$ cat src/rtl/core/ffac_pkg.sv
// shared types, constants and helpers of the first-fit allocator
package ffac_pkg;

    localparam int MAX_FREE  = 32;
    localparam int MAX_USED  = 32;
    localparam int ADDR_BITS = 16;

    localparam int FAW = $clog2(MAX_FREE);
    localparam int FCW = $clog2(MAX_FREE + 1);
    localparam int UAW = $clog2(MAX_USED);
    localparam int UCW = $clog2(MAX_USED + 1);

    localparam logic [16:0] CAP_BYTES =
        (ADDR_BITS >= 16) ? 17'd65536 : 17'(1 << ADDR_BITS);

    typedef enum logic [1:0] {
        KIND_ALLOC   = 2'd0,
        KIND_FREE    = 2'd1,
        KIND_REALLOC = 2'd2,
        KIND_NONE    = 2'd3
    } t_kind;

    typedef enum logic [2:0] {
        ST_OK       = 3'd0,
        ST_NOFIT    = 3'd1,
        ST_NOTALLOC = 3'd2,
        ST_FULL     = 3'd3,
        ST_ZERO     = 3'd4
    } t_status;

    typedef struct packed {
        logic [1:0]  kind;
        logic [16:0] request_size;
        logic [15:0] block_offset;
    } t_req;

    typedef struct packed {
        logic [2:0]  status;
        logic [15:0] result_offset;
        logic [16:0] used_bytes;
    } t_rsp;

    typedef struct packed {
        logic [16:0] off;
        logic [16:0] size;
    } t_seg;

    localparam int SEG_W = $bits(t_seg);

    function automatic logic [16:0] arena_of(input logic [16:0] t);
        return (t > CAP_BYTES) ? CAP_BYTES : t;
    endfunction

endpackage

$ cat src/rtl/core/ffac_ram.sv
// simple dual-port ram, one write and one registered read per cycle
module ffac_ram #(
    parameter int DEPTH = 32,
    parameter int WIDTH = 34
) (
    input  logic                     i_clk,
    input  logic                     i_we,
    input  logic [$clog2(DEPTH)-1:0] i_waddr,
    input  logic [WIDTH-1:0]         i_wdata,
    input  logic [$clog2(DEPTH)-1:0] i_raddr,
    output logic [WIDTH-1:0]         o_rdata
);

    logic [WIDTH-1:0] mem [DEPTH];

    always_ff @(posedge i_clk) begin
        if (i_we) begin
            mem[i_waddr] <= i_wdata;
        end
        o_rdata <= mem[i_raddr];
    end

endmodule

$ cat src/rtl/core/first_fit_allocator_coalescing_unit.sv
// top level of the first-fit arena allocator with a coalescing free list
//
// request channel: i_in_valid / o_in_ready carry kind, request_size and
// block_offset; one transfer is one allocate, free, reallocate or none request.
// response channel: o_out_valid / i_out_ready carry status, result_offset
// and used_bytes, exactly one response per request, in order.
// i_cfg_we in IDLE writes total_size and rebuilds the tables to one free segment (none for a zero size).
// timing: each table entry visited takes an address state, then the
// registered read of the ram. allocate scans the free list up to the fit;
// free scans the used list for the block, then the free list for its place,
// plus a read and a write per entry moved when the free list shifts.
// worst case is a reallocate: used scan, free
// scan plus shift, then fit scan plus shift. one request is worked on at a time.
// the response sits in an output register, so the next request is taken
// while it waits; a stalled receiver only holds a finished result in DONE.
// reset (sync, active low) gives a 65536 byte arena, one free segment,
// no allocated blocks and zero used bytes. entry 0 of the free ram is
// written during reset; the used table relies on its count only.
module first_fit_allocator_coalescing_unit
    import ffac_pkg::*;
(
    input  logic        i_clk,
    input  logic        i_rst_n,
    input  logic        i_in_valid,
    output logic        o_in_ready,
    input  t_req        i_in_data,
    output logic        o_out_valid,
    input  logic        i_out_ready,
    output t_rsp        o_out_data,
    input  logic        i_cfg_we,
    input  logic [16:0] i_cfg_data
);

    typedef enum logic [3:0] {
        S_IDLE, S_FB_RD, S_FB_CK, S_FP_RD, S_FP_CK, S_MERGE,
        S_SD_RD, S_SD_WR, S_SU_RD, S_SU_WR, S_AM_RD, S_AM_WR,
        S_AS_RD, S_AS_CK, S_DONE
    } t_state;

    t_state      r_state;
    logic [1:0]  r_kind;
    logic [16:0] r_req;
    logic [15:0] r_off;
    logic [FCW-1:0] r_nfree;
    logic [UCW-1:0] r_nused;
    logic [16:0] r_used;
    logic [UCW-1:0] r_b;
    logic [16:0] r_bsize;
    logic [FCW-1:0] r_p;
    logic [FCW-1:0] r_j;
    t_seg        r_lseg;
    t_seg        r_rseg;
    logic        r_has_right;
    logic        r_ret;        // after a drop: go on to remove the used entry
    t_status     r_status;
    logic [15:0] r_where;
    logic        r_out_valid;
    t_rsp        r_out;

    // ram ports
    logic [SEG_W-1:0] free_rd_raw, alloc_rd_raw;
    t_seg             free_rd, alloc_rd;
    logic [FAW-1:0]   fr_addr, fw_addr, fsm_fw_addr;
    logic             fw_en, fsm_fw_en;
    t_seg             fw_data, fsm_fw_data;
    logic [UAW-1:0]   ar_addr, aw_addr;
    logic             aw_en;
    t_seg             aw_data;

    assign free_rd  = t_seg'(free_rd_raw);
    assign alloc_rd = t_seg'(alloc_rd_raw);

    // neighbor tests of the segment being returned
    logic [17:0]    l_end, b_end;
    logic           m_left, m_right;
    logic [FCW-1:0] p_m1, j_p1, j_m1;
    logic [UCW-1:0] nused_m1;
    logic           fits;

    assign l_end    = {1'b0, r_lseg.off} + {1'b0, r_lseg.size};
    assign b_end    = {2'b0, r_off} + {1'b0, r_bsize};
    assign m_left   = (r_p != '0) && (l_end == {2'b0, r_off});
    assign m_right  = r_has_right && (b_end == {1'b0, r_rseg.off});
    assign p_m1     = r_p - FCW'(1);
    assign j_p1     = r_j + FCW'(1);
    assign j_m1     = r_j - FCW'(1);
    assign nused_m1 = r_nused - UCW'(1);
    assign fits     = free_rd.size >= r_req;

    always_comb begin
        fr_addr     = r_p[FAW-1:0];
        fsm_fw_en   = 1'b0;
        fsm_fw_addr = r_p[FAW-1:0];
        fsm_fw_data = free_rd;
        ar_addr     = r_b[UAW-1:0];
        aw_en       = 1'b0;
        aw_addr     = r_b[UAW-1:0];
        aw_data     = alloc_rd;
        case (r_state)
            S_MERGE: begin
                if (m_left && m_right) begin
                    fsm_fw_en   = 1'b1;
                    fsm_fw_addr = p_m1[FAW-1:0];
                    fsm_fw_data = '{off: r_lseg.off,
                                    size: r_lseg.size + r_bsize + r_rseg.size};
                end else if (m_left) begin
                    fsm_fw_en   = 1'b1;
                    fsm_fw_addr = p_m1[FAW-1:0];
                    fsm_fw_data = '{off: r_lseg.off, size: r_lseg.size + r_bsize};
                end else if (m_right) begin
                    fsm_fw_en   = 1'b1;
                    fsm_fw_data = '{off: {1'b0, r_off}, size: r_bsize + r_rseg.size};
                end
            end
            S_SD_RD: fr_addr = j_p1[FAW-1:0];
            S_SD_WR: begin
                fsm_fw_en   = 1'b1;
                fsm_fw_addr = r_j[FAW-1:0];
            end
            S_SU_RD: begin
                if (r_j == r_p) begin
                    fsm_fw_en   = 1'b1;
                    fsm_fw_data = '{off: {1'b0, r_off}, size: r_bsize};
                end else begin
                    fr_addr = j_m1[FAW-1:0];
                end
            end
            S_SU_WR: begin
                fsm_fw_en   = 1'b1;
                fsm_fw_addr = r_j[FAW-1:0];
            end
            S_AM_RD: ar_addr = nused_m1[UAW-1:0];
            S_AM_WR: aw_en = 1'b1;
            S_AS_CK: begin
                if (fits && (r_nused < UCW'(MAX_USED))) begin
                    aw_en   = 1'b1;
                    aw_addr = r_nused[UAW-1:0];
                    aw_data = '{off: free_rd.off, size: r_req};
                    if (free_rd.size != r_req) begin
                        fsm_fw_en   = 1'b1;
                        fsm_fw_data = '{off: free_rd.off + r_req,
                                        size: free_rd.size - r_req};
                    end
                end
            end
            default: ;
        endcase
    end

    // reset and configuration rebuild free entry 0
    always_comb begin
        if (!i_rst_n) begin
            fw_en   = 1'b1;
            fw_addr = '0;
            fw_data = '{off: '0, size: CAP_BYTES};
        end else if (i_cfg_we) begin
            fw_en   = 1'b1;
            fw_addr = '0;
            fw_data = '{off: '0, size: arena_of(i_cfg_data)};
        end else begin
            fw_en   = fsm_fw_en;
            fw_addr = fsm_fw_addr;
            fw_data = fsm_fw_data;
        end
    end

    ffac_ram #(.DEPTH(MAX_FREE), .WIDTH(SEG_W)) u_free_ram (
        .i_clk   (i_clk),
        .i_we    (fw_en),
        .i_waddr (fw_addr),
        .i_wdata (fw_data),
        .i_raddr (fr_addr),
        .o_rdata (free_rd_raw)
    );

    ffac_ram #(.DEPTH(MAX_USED), .WIDTH(SEG_W)) u_used_ram (
        .i_clk   (i_clk),
        .i_we    (aw_en),
        .i_waddr (aw_addr),
        .i_wdata (aw_data),
        .i_raddr (ar_addr),
        .o_rdata (alloc_rd_raw)
    );

    assign o_in_ready  = (r_state == S_IDLE) && !i_cfg_we;
    assign o_out_valid = r_out_valid;
    assign o_out_data  = r_out;

    always_ff @(posedge i_clk) begin
        if (!i_rst_n) begin
            r_state     <= S_IDLE;
            r_nfree     <= FCW'(1);
            r_nused     <= '0;
            r_used      <= '0;
            r_out_valid <= 1'b0;
        end else begin
            // DONE reloads the output register itself
            if (r_out_valid && i_out_ready && (r_state != S_DONE)) begin
                r_out_valid <= 1'b0;
            end
            unique case (r_state)
                S_IDLE: begin
                    if (i_cfg_we) begin
                        r_nfree <= (arena_of(i_cfg_data) != '0) ? FCW'(1) : '0;
                        r_nused <= '0;
                        r_used  <= '0;
                    end else if (i_in_valid) begin
                        r_kind  <= i_in_data.kind;
                        r_req   <= i_in_data.request_size;
                        r_off   <= i_in_data.block_offset;
                        r_b     <= '0;
                        r_p     <= '0;
                        r_where <= '0;
                        if (i_in_data.kind == KIND_NONE) begin
                            r_status <= ST_OK;
                            r_state  <= S_DONE;
                        end else if (i_in_data.kind != KIND_FREE &&
                                     i_in_data.request_size == '0) begin
                            r_status <= ST_ZERO;
                            r_state  <= S_DONE;
                        end else if (i_in_data.kind == KIND_ALLOC) begin
                            r_state <= S_AS_RD;
                        end else begin
                            r_state <= S_FB_RD;
                        end
                    end
                end
                // look up the block in the used table
                S_FB_RD: begin
                    if (r_b >= r_nused) begin
                        r_status <= ST_NOTALLOC;
                        r_state  <= S_DONE;
                    end else begin
                        r_state <= S_FB_CK;
                    end
                end
                S_FB_CK: begin
                    if (alloc_rd.off == {1'b0, r_off}) begin
                        r_bsize     <= alloc_rd.size;
                        r_p         <= '0;
                        r_has_right <= 1'b0;
                        r_state     <= S_FP_RD;
                    end else begin
                        r_b     <= r_b + UCW'(1);
                        r_state <= S_FB_RD;
                    end
                end
                // find the insertion point, keep both neighbors
                S_FP_RD: begin
                    if (r_p >= r_nfree) begin
                        r_state <= S_MERGE;
                    end else begin
                        r_state <= S_FP_CK;
                    end
                end
                S_FP_CK: begin
                    if (free_rd.off > {1'b0, r_off}) begin
                        r_rseg      <= free_rd;
                        r_has_right <= 1'b1;
                        r_state     <= S_MERGE;
                    end else begin
                        r_lseg  <= free_rd;
                        r_p     <= r_p + FCW'(1);
                        r_state <= S_FP_RD;
                    end
                end
                S_MERGE: begin
                    if (m_left && m_right) begin
                        r_j     <= r_p;
                        r_ret   <= 1'b1;
                        r_state <= S_SD_RD;
                    end else if (m_left || m_right) begin
                        r_state <= S_AM_RD;
                    end else if (r_nfree >= FCW'(MAX_FREE)) begin
                        r_status <= ST_FULL;
                        r_state  <= S_DONE;
                    end else begin
                        r_j     <= r_nfree;
                        r_state <= S_SU_RD;
                    end
                end
                // close the gap at r_j
                S_SD_RD: begin
                    if (j_p1 >= r_nfree) begin
                        r_nfree <= r_nfree - FCW'(1);
                        r_state <= r_ret ? S_AM_RD : S_DONE;
                    end else begin
                        r_state <= S_SD_WR;
                    end
                end
                S_SD_WR: begin
                    r_j     <= j_p1;
                    r_state <= S_SD_RD;
                end
                // open a hole at r_p and fill it
                S_SU_RD: begin
                    if (r_j == r_p) begin
                        r_nfree <= r_nfree + FCW'(1);
                        r_state <= S_AM_RD;
                    end else begin
                        r_state <= S_SU_WR;
                    end
                end
                S_SU_WR: begin
                    r_j     <= j_m1;
                    r_state <= S_SU_RD;
                end
                // last used entry moves into the freed slot
                S_AM_RD: r_state <= S_AM_WR;
                S_AM_WR: begin
                    r_nused <= nused_m1;
                    r_used  <= r_used - r_bsize;
                    if (r_kind == KIND_REALLOC) begin
                        r_p     <= '0;
                        r_state <= S_AS_RD;
                    end else begin
                        r_status <= ST_OK;
                        r_state  <= S_DONE;
                    end
                end
                // first-fit scan
                S_AS_RD: begin
                    if (r_p >= r_nfree) begin
                        r_status <= ST_NOFIT;
                        r_state  <= S_DONE;
                    end else begin
                        r_state <= S_AS_CK;
                    end
                end
                S_AS_CK: begin
                    if (fits) begin
                        if (r_nused >= UCW'(MAX_USED)) begin
                            r_status <= ST_FULL;
                            r_state  <= S_DONE;
                        end else begin
                            r_nused  <= r_nused + UCW'(1);
                            r_used   <= r_used + r_req;
                            r_where  <= free_rd.off[15:0];
                            r_status <= ST_OK;
                            if (free_rd.size == r_req) begin
                                r_j     <= r_p;
                                r_ret   <= 1'b0;
                                r_state <= S_SD_RD;
                            end else begin
                                r_state <= S_DONE;
                            end
                        end
                    end else begin
                        r_p     <= r_p + FCW'(1);
                        r_state <= S_AS_RD;
                    end
                end
                S_DONE: begin
                    if (!r_out_valid || i_out_ready) begin
                        r_out.status        <= r_status;
                        r_out.result_offset <= (r_status == ST_OK) ? r_where : '0;
                        r_out.used_bytes    <= r_used;
                        r_out_valid         <= 1'b1;
                        r_state             <= S_IDLE;
                    end
                end
                default: r_state <= S_IDLE;
            endcase
        end
    end

endmodule

$ cat config.mk
export PLATFORM = sky130hd
export DESIGN_NAME = first_fit_allocator_coalescing_unit
export DESIGN_NICKNAME = d
export VERILOG_FILES = /design/src/rtl/core/ffac_pkg.sv /design/src/rtl/core/ffac_ram.sv /design/src/rtl/core/first_fit_allocator_coalescing_unit.sv
export SDC_FILE = /design/constraint.sdc
export NUM_CORES = 2
export LEC_CHECK = 0
export ABC_AREA = 0
export ABC_CLOCK_PERIOD_IN_PS = 8200
export BUFFER_PORTS_ARGS = -buffer_cell sky130_fd_sc_hd__buf_2
export CAP_MARGIN = 0
export CELL_PAD_IN_SITES_DETAIL_PLACEMENT = 0
export CELL_PAD_IN_SITES_GLOBAL_PLACEMENT = 1
export CORE_ASPECT_RATIO = 0.8
export CORE_MARGIN = 8
export CORE_UTILIZATION = 45
export DETAILED_ROUTE_END_ITERATION = 16
export PLACE_DENSITY_LB_ADDON = 0.25
export SYNTH_ARGS = -nofsm -noshare
export SYNTH_HDL_FRONTEND = slang
export SYNTH_SLANG_ARGS = --single-unit
$ cat constraint.sdc
create_clock -name i_clk -period 8.2 [get_ports i_clk]
set_input_delay 1.64 -clock i_clk [delete_from_list [all_inputs] [get_ports i_clk]]
set_output_delay 1.64 -clock i_clk [all_outputs]
set_load 0.02 [all_outputs]
==> After elaboration in Yosys (flattened, before gate mapping) <==
Memory sizes are Yosys's and may differ from the RTL's. A register that Yosys moved wholly into a read port is not among the register bits.
Index checks and enable logic that the tools add are counted.
Widths: inputs -> output; s select.
{ "word_totals": {"ff_bits": 229, "ram_bits": 2176, "inputBits": 57, "output_inout_bits": 38, "word_cells": 263, "n_memories": 2} }
{ "memory_table": {"columns": ["name", "words", "word_bits", "rd", "rd_ports_with_merged_regs", "wr", "line", "source"], "rows": [
  ["u_free_ram.mem", 32, 34, 1, 1, 1, "ffac_ram.sv:14", "logic [WIDTH-1:0] mem [DEPTH];"],
  ["u_used_ram.mem", 32, 34, 1, 1, 1, "ffac_ram.sv:14", null]
]} }
{ "classes": {"addsub": 18, "magnitude_cmp": 9, "n_eq_ne": 49, "n_mux": 117, "bitwise": 2, "n_reduce_logical": 43} }
{ "ops": {"columns": ["cell", "count"], "rows": [
  ["$mux 34", 10],
  ["$mux 6", 19],
  ["$pmux 34 s3", 1],
  ["$add 17x17->17", 5],
  ["$mux 17", 4],
  ["$mux 16", 4],
  ["$pmux 4 s15", 1],
  ["$pmux 17 s3", 1],
  ["$mux 4", 12],
  ["$mux 3", 15],
  ["$ne 2x2->1 const B", 22],
  ["$mux 5", 8],
  ["$pmux 6 s3", 2],
  ["$sub 17x17->17", 2],
  ["$pmux 16 s2", 1],
  ["$add 6x1->6 const B", 5],
  ["$pmux 6 s5", 1],
  ["$eq 4x4->1 const B", 7],
  ["$mux 1", 24],
  ["$pmux 6 s4", 1],
  ["$pmux 5 s2", 2],
  ["$add 16x17->18", 1],
  ["$add 17x17->18", 1],
  ["$eq 18x16->1", 1],
  ["48 further kinds", 88]
]} }

==> Depth between registers and ports, before layout <==
{ "logic_depth": {"word_depth": 11, "ltp_mapped": 24, "mapped_depth_nobuf": 23} }

==> Hierarchy <==
A second synthesis with hierarchy kept.
{ "unflattened": {"hier_cells": 7079, "area_unflattened_um2": 106370.8} }
{ "modules_own_cells": {"columns": ["module", "n_inst", "cells_per_inst", "area_each_um2", "seq_area_each_um2"], "rows": [
  ["ffac_ram", 2, 2399, 43107.6, 33352.0],
  ["first_fit_allocator_coalescing_unit", 1, 2281, 20155.6, 6536.3]
]} }

==> Worst setup path before layout <==
OpenSTA, ideal clock, no wires.
{ "synth_timing": {"path_kind": "register -> register", "start": "reg r_off[0]", "end": "mem u_free_ram.mem[2][0], enable pin", "setup_time_ps": 467, "t_arrival_ps": 6412, "t_required_ps": 7733, "path_slack_ps": 1320, "path_stages_with_launch": 19, "n_path_buf": 1, "synth_period_minus_slack_ps": 6880, "cell_sequence": "edfxtp_1 > ha_1 > fa_1 > a211oi_1 > nor2_1 > xnor2_1 > nand4_1 > or4b_1 > nor4b_1 > nand2_1 > nor4_2 > inv_1 > clkbuf_1 > ha_1 > o21ai_0 > nor3_1 > nor2_1 > nand3_1 > nor3_1"} }
{ "synth_between": {"elab_chain_len": 11, "word_cells_on_any_way": 19, "cone_classes": "1 x add/sub; 2 x eq/ne; 13 x mux; 3 x reduce/logical"} }
{ "synth_lines": {"columns": ["element", "line", "source"], "rows": [
  ["start: declaration", "first_fit_allocator_coalescing_unit.sv:43", "logic [15:0] r_off;"],
  ["start signal: assignment", "first_fit_allocator_coalescing_unit.sv:210", "r_off <= i_in_data.block_offset;"],
  ["$add 16x17->18", "first_fit_allocator_coalescing_unit.sv:81", "assign b_end = {2'b0, r_off} + {1'b0, r_bsize};"],
  ["$eq 18x17->1", "first_fit_allocator_coalescing_unit.sv:83", "assign m_right = r_has_right && (b_end == {1'b0, r_rseg.off});"],
  ["$logic_and 1x1->1", "first_fit_allocator_coalescing_unit.sv:83", null],
  ["$mux 1", "first_fit_allocator_coalescing_unit.sv:110", "end else if (m_right) begin"],
  ["$mux 1", "first_fit_allocator_coalescing_unit.sv:106", "end else if (m_left) begin"],
  ["$mux 1", "first_fit_allocator_coalescing_unit.sv:101", "if (m_left && m_right) begin"],
  ["$pmux 1 s4", "first_fit_allocator_coalescing_unit.sv:99", "case (r_state)"],
  ["$mux 1", "first_fit_allocator_coalescing_unit.sv:156", "end else if (i_cfg_we) begin"],
  ["$mux 1", "first_fit_allocator_coalescing_unit.sv:152", "if (!i_rst_n) begin"],
  ["$mux 1", "ffac_ram.sv:17", "if (i_we) begin"],
  ["$mux 1 (not written as such)", "ffac_ram.sv:18", "mem[i_waddr] <= i_wdata;"],
  ["end: declaration", "ffac_ram.sv:14", null]
]} }
Parallel ways exist; a longest one is shown, timed or not.

==> Worst setup path in the final report <==
{ "layout_timing": {"start": "reg r_off[0]", "end": "mem u_free_ram.mem[5][32], enable pin"} }
Same word-level chain as after synthesis.

==> results.cfg <==
[clocking]
cts_buffers = 241
cts_tree = built
holdBufCountCts = 0
clkLatencyLatePin_ns = 0.92
cts-root-buf = clkbuf_16
clkSinkCount = 2473
clockBufferDepth = 4
path_clk_slew_ns = 0.06
cts_max_level = 4

[job]
drv_cap = 0

[floorplanning]
die_y_um = 447.6
initial_core_util = 0.4522
boundaryPins = 95
die_w_um = 555.5
coreArea_sq_um = 231700
rows = 158
die-area_sq_um = 248600

[drt]
ant_nets = 0
wire_per_inst_um = 31.30
drt-total-wl_mm = 302.4
drt_iter0_markers = 7831
drc_errors = 0
viasPerCell = 6.151
num_vias = 59430
drtPass1Iterations = 6

[hold_path]
hold_path.class = reg -> reg

[critical_path]
path_buf_inv = 2
worstPathRequired_ns = 8.79
path_class = reg -> reg
worstSetupEndpointType = flip-flop
r2r_slack_ns = 0.57
path_cells = ha_1, fa_1, a211oi_1, nor2_1, xnor2_1, nand4_1, or4b_1, nor4b_1, nand2_1, nor4_2, ha_1, nor2_1, buf_4, nand2_1, mux2i_1, a2111oi_0, nand2b_2, nor2_4, buf_4
critPathSlowestCell = a2111oi_0
critical-path-top-delay-family = simple AND/OR/NAND/NOR gates
slowest_delay_ns = 0.80
crit_path_start_kind = flip-flop
arrival_ns = 8.22
cp_max_fo = 16

[global_route]
antenna_found_initial = 23
track_usage = 0.2378
grt_overflow = 0
grt_pass1_wl_mm = 429.2
grt_max_degree = 127
grt_pass1_vias = 57350

[yosys]
synth-async-reset-ratio = 0
synth_edf_count = 2371
synthFlopType = edfxtp_1
yosysUniqueCellTypes = 90
syn-num-nets = 6326
ys_seq_elements = 2473
seq_area_frac_synth = 0.6991
avgSynthCellArea_sq_um = 17.23
yosysWarnings = 0
syn_inst = 6081
syn_area_sq_um = 104800

[finish]
fin_cells = 9662
final_common_cell = edfxtp_1
synthToLayoutAreaGrowth_pct = 13.07
fin_nets = 6590
most-common-layout-cells = edfxtp_1 (2371), mux4_2 (545), nand2_1 (400)
layout-drive-gt1-share = 0.2242

[timing]
slew_headroom = 0.1517
worst_slew_pin_slew_ns = 1.272
fmax_mhz = 131.0
setup_tns_ns = 0
setup_violations = 0
finalClockSkew_ns = 0.08962
slew_violations = 0
post-route-period-util = 0.9309
hold_viol = 0
fin_crit_ns = 7.633
rsz0062_at_grt = no

[place]
place.port_buffers = 94
dp.cells = 9222
gp_congestion = 0.9109
dp_hpwl_mm = 195.4

[power_and_ir_drop]
power_density_nw_per_um2 = 320.6
ir_drop_mv = 0.2451
leakage_nw = 38.74
fin_total_pwr_w = 0.03798

[run_status]
outcome = finished, final reports clean
==> where the power goes <==
group | internal, W | total, W | switching [W]
clock network | 0.00610 | 0.0108 | 0.00472
registers | 0.0155 | 0.0162 | 0.000656
logic | 0.00400 | 0.0110 | 0.00700
==> area by class of cell <==
type,instances,area (sq um)
Clock inverter,109,1022
Sequential cell,2473,73240
Antenna cell,3,7.507
Timing Repair Buffer,326,2437
Fill cell,18740,113200
Clock buffer,328,6571
Multi-Input combinational cell,3206,30920
Inverter,97,364.1
Tap cell,3120,3904
==> worst reg2reg max path: stages, from the launching register on <==
cell and delay, ns:
edfxtp_1 0.55, ha_1 0.30, fa_1 0.41, a211oi_1 0.42, nor2_1 0.14, xnor2_1 0.30, nand4_1 0.15, or4b_1 0.49
nor4b_1 0.53, nand2_1 0.13, nor4_2 0.48, ha_1 0.44, nor2_1 0.11, buf_4 0.23, nand2_1 0.09, mux2i_1 0.10
a2111oi_0 0.80, nand2b_2 0.53, nor2_4 0.76, buf_4 0.33
==> stage by stage <==
step                      area, sq um    util  hold slack, ns  worst slack, ns
after detailed placement       110900  0.4785          0.4257           0.4676
after global placement         110900  0.4785          0.4300           0.5754
after CTS                      118500  0.5113          0.4330           0.4271
after global routing           118500  0.5113          0.4467           0.1864
after floorplan                104800       -          0.4044            1.320
final                          118500  0.5113          0.4355           0.5670
==> state kept, by name, indices dropped and copies added, names as in the netlist, 3 cells and up <==
name and cells:
r_nused 6, r_status 3, r_used 17, r_b 6, o_out_data 36, u_free_ram.mem 1088, r_j 6, u_free_ram.o_rdata 34
u_used_ram.o_rdata 34, r_off 16, r_state 4, u_used_ram.mem 1088, r_bsize 17, r_req 17, r_where 16, r_lseg 34
r_p 6, r_nfree 6, r_rseg 34
==> logic make-up (layout without fill, tap and decap cells) <==
family / count (synthesis) / in the layout / synth area share
AOI/OAI and AO/OA: 869 / 869 / 0.05385
buffers and inverters: 402 / 860 / 0.01488
DFF: 2473 / 2473 / 0.6991
adders and majority gates: 188 / 188 / 0.02310
muxes: 785 / 785 / 0.1413
xor gates and xnor gates: 178 / 178 / 0.01502
other: 0 / 3 / 0
and+or+nand+nor: 1186 / 1186 / 0.05275
==> cells in the mapped netlist (20+ instances only) <==
cell type  instances  share of area
ha_1             179          0.021
buf_2             34         0.0016
mux4_2           545           0.12
nand2b_1          36         0.0021
nor4_1            26         0.0016
xor2_1            72         0.0060
a211oi_1          32         0.0023
buf_1             96         0.0034
dfxtp_1          102          0.019
a32oi_1           41         0.0034
o21a_1            27         0.0019
a31oi_1           35         0.0021
nand3_1          131         0.0063
edfxtp_1        2371           0.68
o211ai_1          64         0.0046
a21o_1            46         0.0033
inv_1             94         0.0034
nor3_1            70         0.0033
a21oi_1          233          0.011
nand4_1           20         0.0012
mux2_2           106          0.011
and2_1            48         0.0029
and3_1            48         0.0029
mux2i_1          134          0.013
nand2_1          400          0.014
o21ai_0          202         0.0096
xnor2_1          104         0.0087
clkbuf_1         174         0.0062
nor2_1           316          0.011
==> metal layers <==
metal / up-vias / wire [um] / track usage
met4: 2 / 7256 / 0.05579
met1: 31410 / 137300 / 0.3677
li1: 25030 / - / -
met5: - / 12 / 0
met3: 377 / 25140 / 0.04085
met2: 2619 / 132700 / 0.3531
==> what timing repair did <==
item / in CTS / in global routing
setup buffers: 0 / 0
resized for setup: 0 / 1
endpoints found under the setup margin: 0 / 25
==> path summary, 6_finish.rpt <==
kind                                             start                    end  cells past startpoint
worst max register to register                r_off[0]  u_free_ram.mem[5][32]                     19
worst min register to register  u_used_ram.o_rdata[16]            r_bsize[16]                      0
worst min-delay path            u_used_ram.o_rdata[16]            r_bsize[16]                      0
worst max-delay path                          r_off[0]  u_free_ram.mem[5][32]                     19
(Power assumes the default switching activity.)
